==> config.mk <==
export PLATFORM = sky130hd
export DESIGN_NAME = srn_ctrl
export DESIGN_NICKNAME = d
export VERILOG_FILES = /design/src/hw/rtl/srn_pkg.sv /design/src/hw/rtl/srn_ctrl.sv
export SDC_FILE = /design/constraint.sdc
export NUM_CORES = 1
export LEC_CHECK = 0
export BUFFER_PORTS_ARGS = -buffer_cell sky130_fd_sc_hd__buf_2
export CAP_MARGIN = 20
export CORE_AREA = 4 4 41 43
export DETAILED_ROUTE_END_ITERATION = 10
export DIE_AREA = 0 0 45 47
export PLACE_DENSITY = 0.58
export SYNTH_ARGS = -nofsm -noshare
export SYNTH_HDL_FRONTEND = slang
export SYNTH_SLANG_ARGS = --single-unit
export TNS_END_PERCENT = 1
==> constraint.sdc <==
create_clock -name i_clk -period 1.6 [get_ports i_clk]
set_clock_uncertainty 0.15 [all_clocks]
set_input_delay 0.32 -clock i_clk [delete_from_list [all_inputs] [get_ports i_clk]]
set_output_delay 0.32 -clock i_clk [all_outputs]
set_load 0.02 [all_outputs]
==> src/hw/rtl/srn_pkg.sv <==
// Shared constants, codes and controller/datapath interface types for the row normalizer.
package srn_pkg;

    localparam int ROW_W     = 10;
    localparam int MAX_ROWS  = 1 << ROW_W;
    localparam int COL_W     = 10;
    localparam int VALUE_W   = 32;
    localparam int SUM_W     = VALUE_W + 8;
    localparam int FRAC_BITS = 24;
    localparam int NORM_W    = FRAC_BITS + 1;
    localparam int CNT_W     = $clog2(FRAC_BITS);
    localparam int CFG_W     = 11;
    localparam int LIMIT_W   = ROW_W + 1;
    localparam int OP_W      = 2;

    typedef enum logic [OP_W-1:0] {
        OP_ACC   = 2'd0,
        OP_NORM  = 2'd1,
        OP_CLEAR = 2'd2
    } t_op;

    typedef enum logic [1:0] {
        EMIT_NONE,
        EMIT_ZERO,
        EMIT_ONE,
        EMIT_QUO
    } t_emit;

    typedef struct packed {
        logic  load;      // latch item, read row sum
        logic  acc_wr;    // write saturated sum back
        logic  div_init;
        logic  div_step;
        logic  clr_step;  // zero one row, advance pointer
        t_emit emit;
    } t_cmd;

    typedef struct packed {
        logic [OP_W-1:0] op;
        logic            sum_zero;
        logic            val_ge_sum;
        logic            div_last;
        logic            clr_last;
        logic            clr_empty;
    } t_stat;

endpackage

==> src/hw/rtl/srn_ctrl.sv <==
// Sequencer for accumulate, normalize, clear and the power-up clear sweep.
module srn_ctrl import srn_pkg::*; (
    input  logic  i_clk,
    input  logic  i_rst_n,
    input  logic  i_start,
    input  t_stat i_stat,
    output t_cmd  o_cmd,
    output logic  o_busy
);

    typedef enum logic [2:0] {
        S_INIT,
        S_IDLE,
        S_READ,
        S_DIV,
        S_OUT,
        S_CLR
    } t_state;

    t_state r_state;
    t_state n_state;
    logic   r_busy;

    always_comb begin
        n_state = r_state;
        o_cmd   = '0;
        case (r_state)
            S_INIT, S_CLR: begin
                o_cmd.clr_step = 1'b1;
                if (i_stat.clr_last) n_state = S_IDLE;
            end
            S_IDLE: begin
                if (i_start) begin
                    o_cmd.load = 1'b1;
                    n_state    = S_READ;
                end
            end
            S_READ: begin
                n_state = S_IDLE;
                case (i_stat.op)
                    OP_ACC: o_cmd.acc_wr = 1'b1;
                    OP_NORM: begin
                        if (i_stat.sum_zero) begin
                            o_cmd.emit = EMIT_ZERO;
                        end else if (i_stat.val_ge_sum) begin
                            o_cmd.emit = EMIT_ONE;
                        end else begin
                            o_cmd.div_init = 1'b1;
                            n_state        = S_DIV;
                        end
                    end
                    OP_CLEAR: begin
                        if (!i_stat.clr_empty) n_state = S_CLR;
                    end
                    default: begin
                    end
                endcase
            end
            S_DIV: begin
                o_cmd.div_step = 1'b1;
                if (i_stat.div_last) n_state = S_OUT;
            end
            S_OUT: begin
                o_cmd.emit = EMIT_QUO;
                n_state    = S_IDLE;
            end
            default: n_state = S_IDLE;
        endcase
    end

    always_ff @(posedge i_clk) begin
        if (!i_rst_n) begin
            r_state <= S_INIT;
            r_busy  <= 1'b1;
        end else begin
            r_state <= n_state;
            r_busy  <= (n_state != S_IDLE);
        end
    end

    assign o_busy = r_busy;

endmodule

==> results of run 1 <==
==> power by group through the flow <==
stage	Combinational, mW	Clock, mW	Sequential [mW]
final	0.101	0.119	0.116
after global routing	0.110	0.136	0.118
after CTS	0.0985	0.126	0.116
after detailed placement	0.0910	0	0.117
after global placement	0.0907	0	0.117
after floorplan	0.0590	0	0.114
==> sequential cells by signal, indices dropped and copies added, names as in the netlist <==
signal,count
o_busy,1
r_state,3
==> worst max-delay path, stage by stage <==
cell	delay, ns
buf_6	0.10
inv_2	0.08
ha_4	0.14
and4bb_1	0.22
nand2_1	0.08
a21oi_2	0.11
buf_4	0.15
==> cell type report <==
| cell class | count | area [sq um] |
|---|---|---|
| fill | 144 | 713 |
| multi-input combinational | 30 | 299 |
| timing repair buffer | 24 | 154 |
| sequential | 4 | 82.6 |
| clock buffer | 3 | 22.5 |
| tap | 15 | 18.8 |
| inverter | 3 | 11.3 |
==> layer usage <==
layer | vias to the layer above | global-route usage | wire [microns]
li1 | 195 | - | -
met3 | 0 | 0.0307 | 41
met5 | - | 0 | 0
met2 | 9 | 0.175 | 498
met4 | 0 | 0.0526 | 0
met1 | 171 | 0.111 | 374
==> per-stage QoR <==
step,worst slack (ns),cell area (sq um),power (mW)
after global placement,-0.111,513,0.207
after global routing,-0.122,588,0.364
final,-0.0590,588,0.336
after CTS,-0.0538,582,0.340
after floorplan,-0.0470,395,0.173
after detailed placement,-0.119,513,0.208
==> path summary, 6_finish.rpt <==
kind,startpoint,to,slack [ns]
setup / recovery,i_stat[6],o_cmd[1],-0.06
hold / removal,i_rst_n,r_state[0],0.19
setup reg to reg,r_state[2],o_busy,0.20
hold reg to reg,r_state[2],r_state[2],0.48
==> synth_stat cells <==
cell type  n  area [sq um]
nand2b_1   1          6.26
o41ai_4    1          27.5
a21oi_1    2          10.0
mux2_4     1          15.0
a21boi_1   1          7.51
nand4_1    1          6.26
nand2_1    1          3.75
and3b_1    1          8.76
and2_1     2          12.5
and4bb_2   1          12.5
dfxtp_1    4          80.1
nor3b_1    2          15.0
a31oi_4    1          21.3
ha_1       3          37.5
inv_1      3          11.3
nor4bb_1   1          10.0
nand3_1    2          10.0
buf_4      1          7.51
nor2_1     2          7.51
o21ai_1    1          5.00
a211oi_2   1          12.5
buf_6      1          11.3
nor2b_1    2          12.5
xor2_1     1          8.76
and4bb_1   2          25.0
buf_2      1          5.00
==> kinds of logic after synthesis <==
| kind of cell | count (synthesis) | share of synthesized area |
|---|---|---|
| flip-flops | 4 | 0.205 |
| adder cells (fa/ha/maj) | 3 | 0.0962 |
| AO/OA/AOI/OAI | 7 | 0.215 |
| AND/OR/NAND/NOR | 18 | 0.333 |
| multiplexers | 1 | 0.0385 |
| XOR/XNOR | 1 | 0.0224 |
| buffers and inverters | 6 | 0.0897 |
==> timing repair <==
action | in CTS | in global routing
setup endpoints to repair | 7 | 7
pin swaps | 4 | 0
setup buffers | 2 | 0
resized for setup | 10 | 2
==> impl_metrics.tcl, run 1 <==
set metrics [dict create \
    die_w_microns 45 \
    syn_to_final_growth_pct 50.6 \
    hp-class "primary input to flop" \
    p_switching_mw 0.0933 \
    cp-start-kind "primary input" \
    layout_common_cells "buf_2, buf_4, clkbuf_4" \
    drive_above_1_share 0.609 \
    maxSlewViolCount 0 \
    violations "negative setup slack" \
    grt_pass1_vias 355 \
    ys_ff_latch 4 \
    ys_seq_area_frac 0.205 \
    hold_viol_final 0 \
    vias 375 \
    viasPerCell 4.75 \
    n_antenna_cell 0 \
    cts_root_buffer "clkbuf_4" \
    wire_per_inst_microns 11.6 \
    numCtsBuffers 3 \
    switching_share 0.278 \
    cp_max_fo 3 \
    rsz0062_at_grt "yes" \
    post-route-drc-count 0 \
    clk_path_buf_depth 2 \
    relSlewSlack 0.791 \
    htree_levels 1 \
    grt_pass1_wl_microns 1550 \
    worst-r2r-cell-count 5 \
    clkTransAtPathRegs_ns 0.04 \
    ys_types 26 \
    dpl.hpwl_microns 689 \
    track_usage 0.101 \
    first_pass_iters 1 \
    drtIter0Drc 0 \
    whs_path_depth 3 \
    power_frac_seq 0.346 \
    layout_worst_path_cycle_share 1.04 \
    die-area_sq_mm 0.00212 \
    synth_cells 40 \
    overflow 0 \
    fin_crit_ns 1.66 \
    fp-row-count 13 \
    ant_nets 0 \
    crit_arrival_ns 1.19 \
    syn_area_sq_um 390 \
    ir_drop_uv 265 \
    tightestPinTransition_ns 0.309 \
    place.gp.congestion 0.725 \
    nNetsFinal 79 \
    cap_violations 0 \
    powerDensity_mw_per_mm2 571 \
    synth.net_count 53 \
    grt_max_degree 11 \
    p_comb_frac 0.300 \
    final_cell_count_no_fill 79 \
    cts_sinks 4 \
    ios 18 \
    clk_latency_ns 0.23 \
    setup_viol 4 \
    avgSynthCellArea_sq_um 9.76 \
    endpoint_kind "output port" \
    final_common_cell "buf_2" \
    port-buffer-count 17 \
    placed_cells 74 \
    start_util 0.300 \
    final_core_util 0.452 \
    yosysWarnings 0 \
    core_sq_mm 0.00130 \
    p_clk_frac 0.354 \
    fp.dieH_microns 47 \
    p_int_mw 0.243 \
    setup_tns_ns -0.192 \
    final.setup.worst_slack_ns -0.0590 \
    status "complete, but fails checks" \
    p_leak_nw 0.277 \
    fmax_mhz 603 \
    finalWirelength_microns 913 \
    worstPathRequired_ns 1.13 \
    cts_tree "yes" \
    hold_buffers 0 \
    critPathKind "primary input to output port" \
    hold_ws_ns 0.195 \
    antenna_found_initial 0 \
]
(Power assumes the default switching activity.)
==> inputs of run 2 (changes only) <==
Settings changed: PLACE_DENSITY 0.58 to unset, PLACE_DENSITY_LB_ADDON set to 0.3.
==> impl_metrics.tcl, run 2 (same netlist as run 1, synthesis figures left out) <==
set metrics [dict create \
    hold_buffers 0 \
    drtIter0Drc 5 \
    register_area_sq_um 82.6 \
    cts_tree "yes" \
    top_register "r_state" \
    dpl.hpwl_microns 686 \
    multi_input_area_sq_um 313 \
    layout_worst_path_cycle_share 1.04 \
    tightestPinTransition_ns 0.297 \
    final_cell_count_no_fill 79 \
    setup_viol 3 \
    layout_common_cells "buf_2, buf_4, clkbuf_4" \
    drive_above_1_share 0.641 \
    syn_to_final_growth_pct 55.8 \
    worstPathRequired_ns 1.13 \
    rsz0062_at_grt "yes" \
    cp_cell_sequence "buf_6 -> inv_2 -> ha_4 -> and4bb_1 -> nand2_1 -> a21oi_2 -> buf_4" \
    powerDensity_mw_per_mm2 565 \
    cts_root_buffer "clkbuf_4" \
    track_usage 0.0987 \
    maxSlewViolCount 0 \
    port-buffer-count 17 \
    post-route-drc-count 0 \
    nNetsFinal 79 \
    violations "negative setup slack" \
    critPathKind "primary input to output port" \
    dpl-instance-area_sq_um 520 \
    clk_path_buf_depth 2 \
    endpoint_kind "output port" \
    slowest_stage "and4bb_1" \
    start_util 0.300 \
    cap_violations 0 \
    core_sq_mm 0.00130 \
    cts_sinks 4 \
    fin_crit_ns 1.67 \
    fmax_mhz 600 \
    final_core_util 0.467 \
    grt_max_degree 9 \
    die-area_sq_mm 0.00212 \
    critPathBufInv 3 \
    crit_path_max_incr_delay_ns 0.23 \
    p_leak_nw 0.280 \
    crit_arrival_ns 1.20 \
    ios 18 \
    htree_levels 1 \
    final.setup.worst_slack_ns -0.0672 \
    crit_family "buffers and inverters" \
    grt_pass1_wl_microns 1480 \
    viasPerCell 4.53 \
    ir_drop_uv 294 \
    clk_latency_ns 0.23 \
    num-fill-cells 133 \
    cp-start-kind "primary input" \
    final_area_sq_um 608 \
    relSlewSlack 0.799 \
    placed_cells 75 \
    hold_viol_final 0 \
    first_pass_iters 4 \
    place.gp.congestion 0.681 \
    pre_cts_slack_ns -0.150 \
    n_antenna_cell 0 \
    ant_nets 0 \
    vias 358 \
    clkTransAtPathRegs_ns 0.04 \
    antenna_found_initial 0 \
    cp_max_fo 3 \
    setup_tns_ns -0.180 \
    hp-class "primary input to flop" \
    fp.dieH_microns 47 \
    hold_ws_ns 0.206 \
    largest_reg_flops 3 \
    fin_total_pwr_mw 0.344 \
    fp-row-count 13 \
    numCtsBuffers 3 \
    die_w_microns 45 \
    overflow 0 \
    grt_pass1_vias 350 \
    status "complete, but fails checks" \
    wire_per_inst_microns 11.5 \
    finalWirelength_microns 906 \
]
==> run 2: cell counts in the layout (fill, tap and decap cells not counted) <==
Identical to the previous run, type by type.
==> run 2: path summary, 6_finish.rpt <==
| kind | end | startpoint | cells past startpoint | slack (ns) |
|---|---|---|---|---|
| min | r_state[0] | i_rst_n | 3 | 0.21 |
| min reg2reg | r_state[2] | r_state[2] | 3 | 0.49 |
| max reg2reg | o_busy | r_state[2] | 5 | 0.17 |
| max | o_cmd[1] | i_stat[6] | 7 | -0.07 |
==> run 2: repair_timing <==
| item | 4_1_cts | 5_1_grt |
|---|---|---|
| pin swaps | 2 | 2 |
| setup endpoints to repair | 7 | 7 |
| buffers inserted | 1 | 0 |
| resized for setup | 10 | 7 |
==> run 2: power breakdown <==
part,internal (mW),switching (mW),leakage (nW),total [mW]
Clock,0.0836,0.0370,0.0138,0.121
Sequential,0.107,0.00397,0.0339,0.111
Combinational,0.0560,0.0559,0.232,0.112
Total,0.247,0.0969,0.280,0.344
==> run 2: routing by layer <==
metal	GRT usage	vias to the layer above	routed length (microns)	part of all wire
li1	-	194	-	-
met1	0.113	157	390	0.43
met2	0.167	7	476	0.53
met3	0.0268	0	39	0.043
met4	0.0526	0	0	0
met5	0	-	0	0
==> run 2: worst register-to-register path, delay by kind of cell, from the launching register on <==
| family | cells | cell delay [ns] |
|---|---|---|
| flops | 1 | 0.36 |
| simple gates | 2 | 0.34 |
| buf+inv | 2 | 0.25 |
| compound gates | 1 | 0.21 |
==> run 2: cell type report <==
cell class / instances / share of cell area
timing repair buffer: 24 / 0.263
clock buffer: 3 / 0.0370
sequential: 4 / 0.136
tap: 15 / 0.0309
inverter: 3 / 0.0185
multi-input combinational: 30 / 0.514
==> inputs of run 3 (changes only) <==
Settings changed: RECOVER_POWER set to 50.
==> impl_metrics.tcl, run 3 (same netlist as run 1, synthesis figures left out) <==
set metrics [dict create \
    cts_tree "yes" \
    nNetsFinal 79 \
    final.setup.worst_slack_ns -0.0672 \
    final_cell_count_no_fill 79 \
    start_util 0.300 \
    clk_path_buf_depth 2 \
    grt_use_met2 0.167 \
    ios 18 \
    violations "negative setup slack" \
    hp-class "primary input to flop" \
    post-route-drc-count 0 \
    crit_arrival_ns 1.20 \
    worstPathRequired_ns 1.13 \
    placed_cells 75 \
    cp-start-kind "primary input" \
    final_core_util 0.466 \
    numCtsBuffers 3 \
    grt_max_degree 9 \
    tightestPinTransition_ns 0.297 \
    track_usage 0.0987 \
    hold_buffers 0 \
    cts_sinks 4 \
    clkTransAtPathRegs_ns 0.04 \
    layout_worst_path_cycle_share 1.04 \
    final_common_cell "buf_4" \
    met1_usage 0.113 \
    largest_reg_flops 3 \
    fmax_mhz 600 \
    grtUsageMet3 0.0268 \
    reg2reg_to "o_busy" \
    r2r_setup_slack_ns 0.16 \
    ir_drop_uv 294 \
    whs_path_depth 3 \
    pre_cts_slack_ns -0.150 \
    hold_viol_final 0 \
    maxSlewViolCount 0 \
    n_antenna_cell 0 \
    vias 358 \
    crit_family "buffers and inverters" \
    fp-row-count 13 \
    worst-r2r-cell-count 5 \
    dpl.hpwl_microns 686 \
    fin_total_pwr_mw 0.343 \
    antenna_found_initial 0 \
    busiest_layer "met2" \
    fin_crit_ns 1.67 \
    cts_root_buffer "clkbuf_4" \
    slowest_stage "and4bb_1" \
    hp-start "i_rst_n" \
    cp_cell_sequence "buf_6 -> inv_2 -> ha_4 -> and4bb_1 -> nand2_1 -> a21oi_2 -> buf_4" \
    first_pass_iters 4 \
    overflow 0 \
    rsz0062_at_grt "yes" \
    place.gp.congestion 0.681 \
    die-area_sq_mm 0.00212 \
    p_leak_nw 0.278 \
    drive_above_1_share 0.625 \
    syn_to_final_growth_pct 55.4 \
    setup_viol 3 \
    reg2reg_from "r_state[2]" \
    fp.dieH_microns 47 \
    crit_path_max_incr_delay_ns 0.23 \
    core_sq_mm 0.00130 \
    grt_pass1_wl_microns 1480 \
    drtIter0Drc 5 \
    port-buffer-count 17 \
    relSlewSlack 0.799 \
    cap_violations 0 \
    wire_per_inst_microns 11.5 \
    layout_common_cells "buf_4, buf_2, clkbuf_4" \
    critPathKind "primary input to output port" \
    endpoint_kind "output port" \
    finalWirelength_microns 909 \
    status "complete, but fails checks" \
    grt_pass1_vias 350 \
    top_register "r_state" \
    min_delay_worst_endpoint "r_state[0]" \
    powerDensity_mw_per_mm2 565 \
    critPathBufInv 3 \
    htree_levels 1 \
    hold_ws_ns 0.206 \
    clk_latency_ns 0.23 \
    viasPerCell 4.53 \
    die_w_microns 45 \
    ant_nets 0 \
    cp_max_fo 3 \
]
[run 3: cell types whose count changed in the layout (fill, tap and decap cells not counted), sizes merged]
cell,delta
buf,-1
clkbuf,+1
[run 3: per-stage QoR]
| stage | TNS (ns) | cell area (sq um) |
|---|---|---|
| floorplan | -0.0470 | 395 |
| global placement | -0.211 | 520 |
| detailed placement | -0.251 | 520 |
| CTS | -0.246 | 584 |
| global route | -0.470 | 607 |
| finish | -0.180 | 607 |
[run 3: metal layers]
metal / share of wire / routed length [microns] / vias up
met3: 0.043 / 39 / 0
met2: 0.52 / 477 / 7
li1: - / - / 194
met4: 0 / 0 / 0
met5: 0 / 0 / -
met1: 0.43 / 391 / 157
[run 3: cell type report]
| type | instances | area, sq um |
|---|---|---|
| Inverter | 3 | 11.3 |
| Clock buffer | 3 | 22.5 |
| Timing Repair Buffer | 24 | 159 |
| Fill cell | 134 | 694 |
| Tap cell | 15 | 18.8 |
| Multi-Input combinational cell | 30 | 313 |
| Sequential cell | 4 | 82.6 |
[run 3: timing repair]
action                                  CTS  global route
buffers inserted                          1             0
pin swaps                                 2             2
endpoints found under the setup margin    7             7
resized for setup                        10             7
[run 3: how the worst max path moves through the flow]
| stage | cells after the start | endpoint | startpoint | slack, ns |
|---|---|---|---|---|
| final | 7 | o_cmd[1] | i_stat[6] | -0.07 |
| after global routing | 3 | o_cmd[4] | r_state[2] | -0.14 |
| after CTS | 4 | o_cmd[1] | r_state[2] | -0.07 |
| after detailed placement | 7 | o_cmd[1] | i_stat[6] | -0.15 |
| after global placement | 7 | o_cmd[1] | i_stat[6] | -0.12 |
| after floorplan | 5 | o_cmd[1] | i_stat[6] | -0.05 |
[run 3: worst reg2reg max path, cell delays in order (launching register included)]
cell      delay [ns]
dfxtp_2         0.36
and4bb_1        0.22
buf_4           0.13
buf_4           0.12
a211oi_2        0.21
nand4_1         0.12
[run 3: report_power, final]
group	switching, mW	internal [mW]
clock	0.0369	0.0836
combinational	0.0559	0.0552
sequential	0.00408	0.107
total	0.0969	0.246
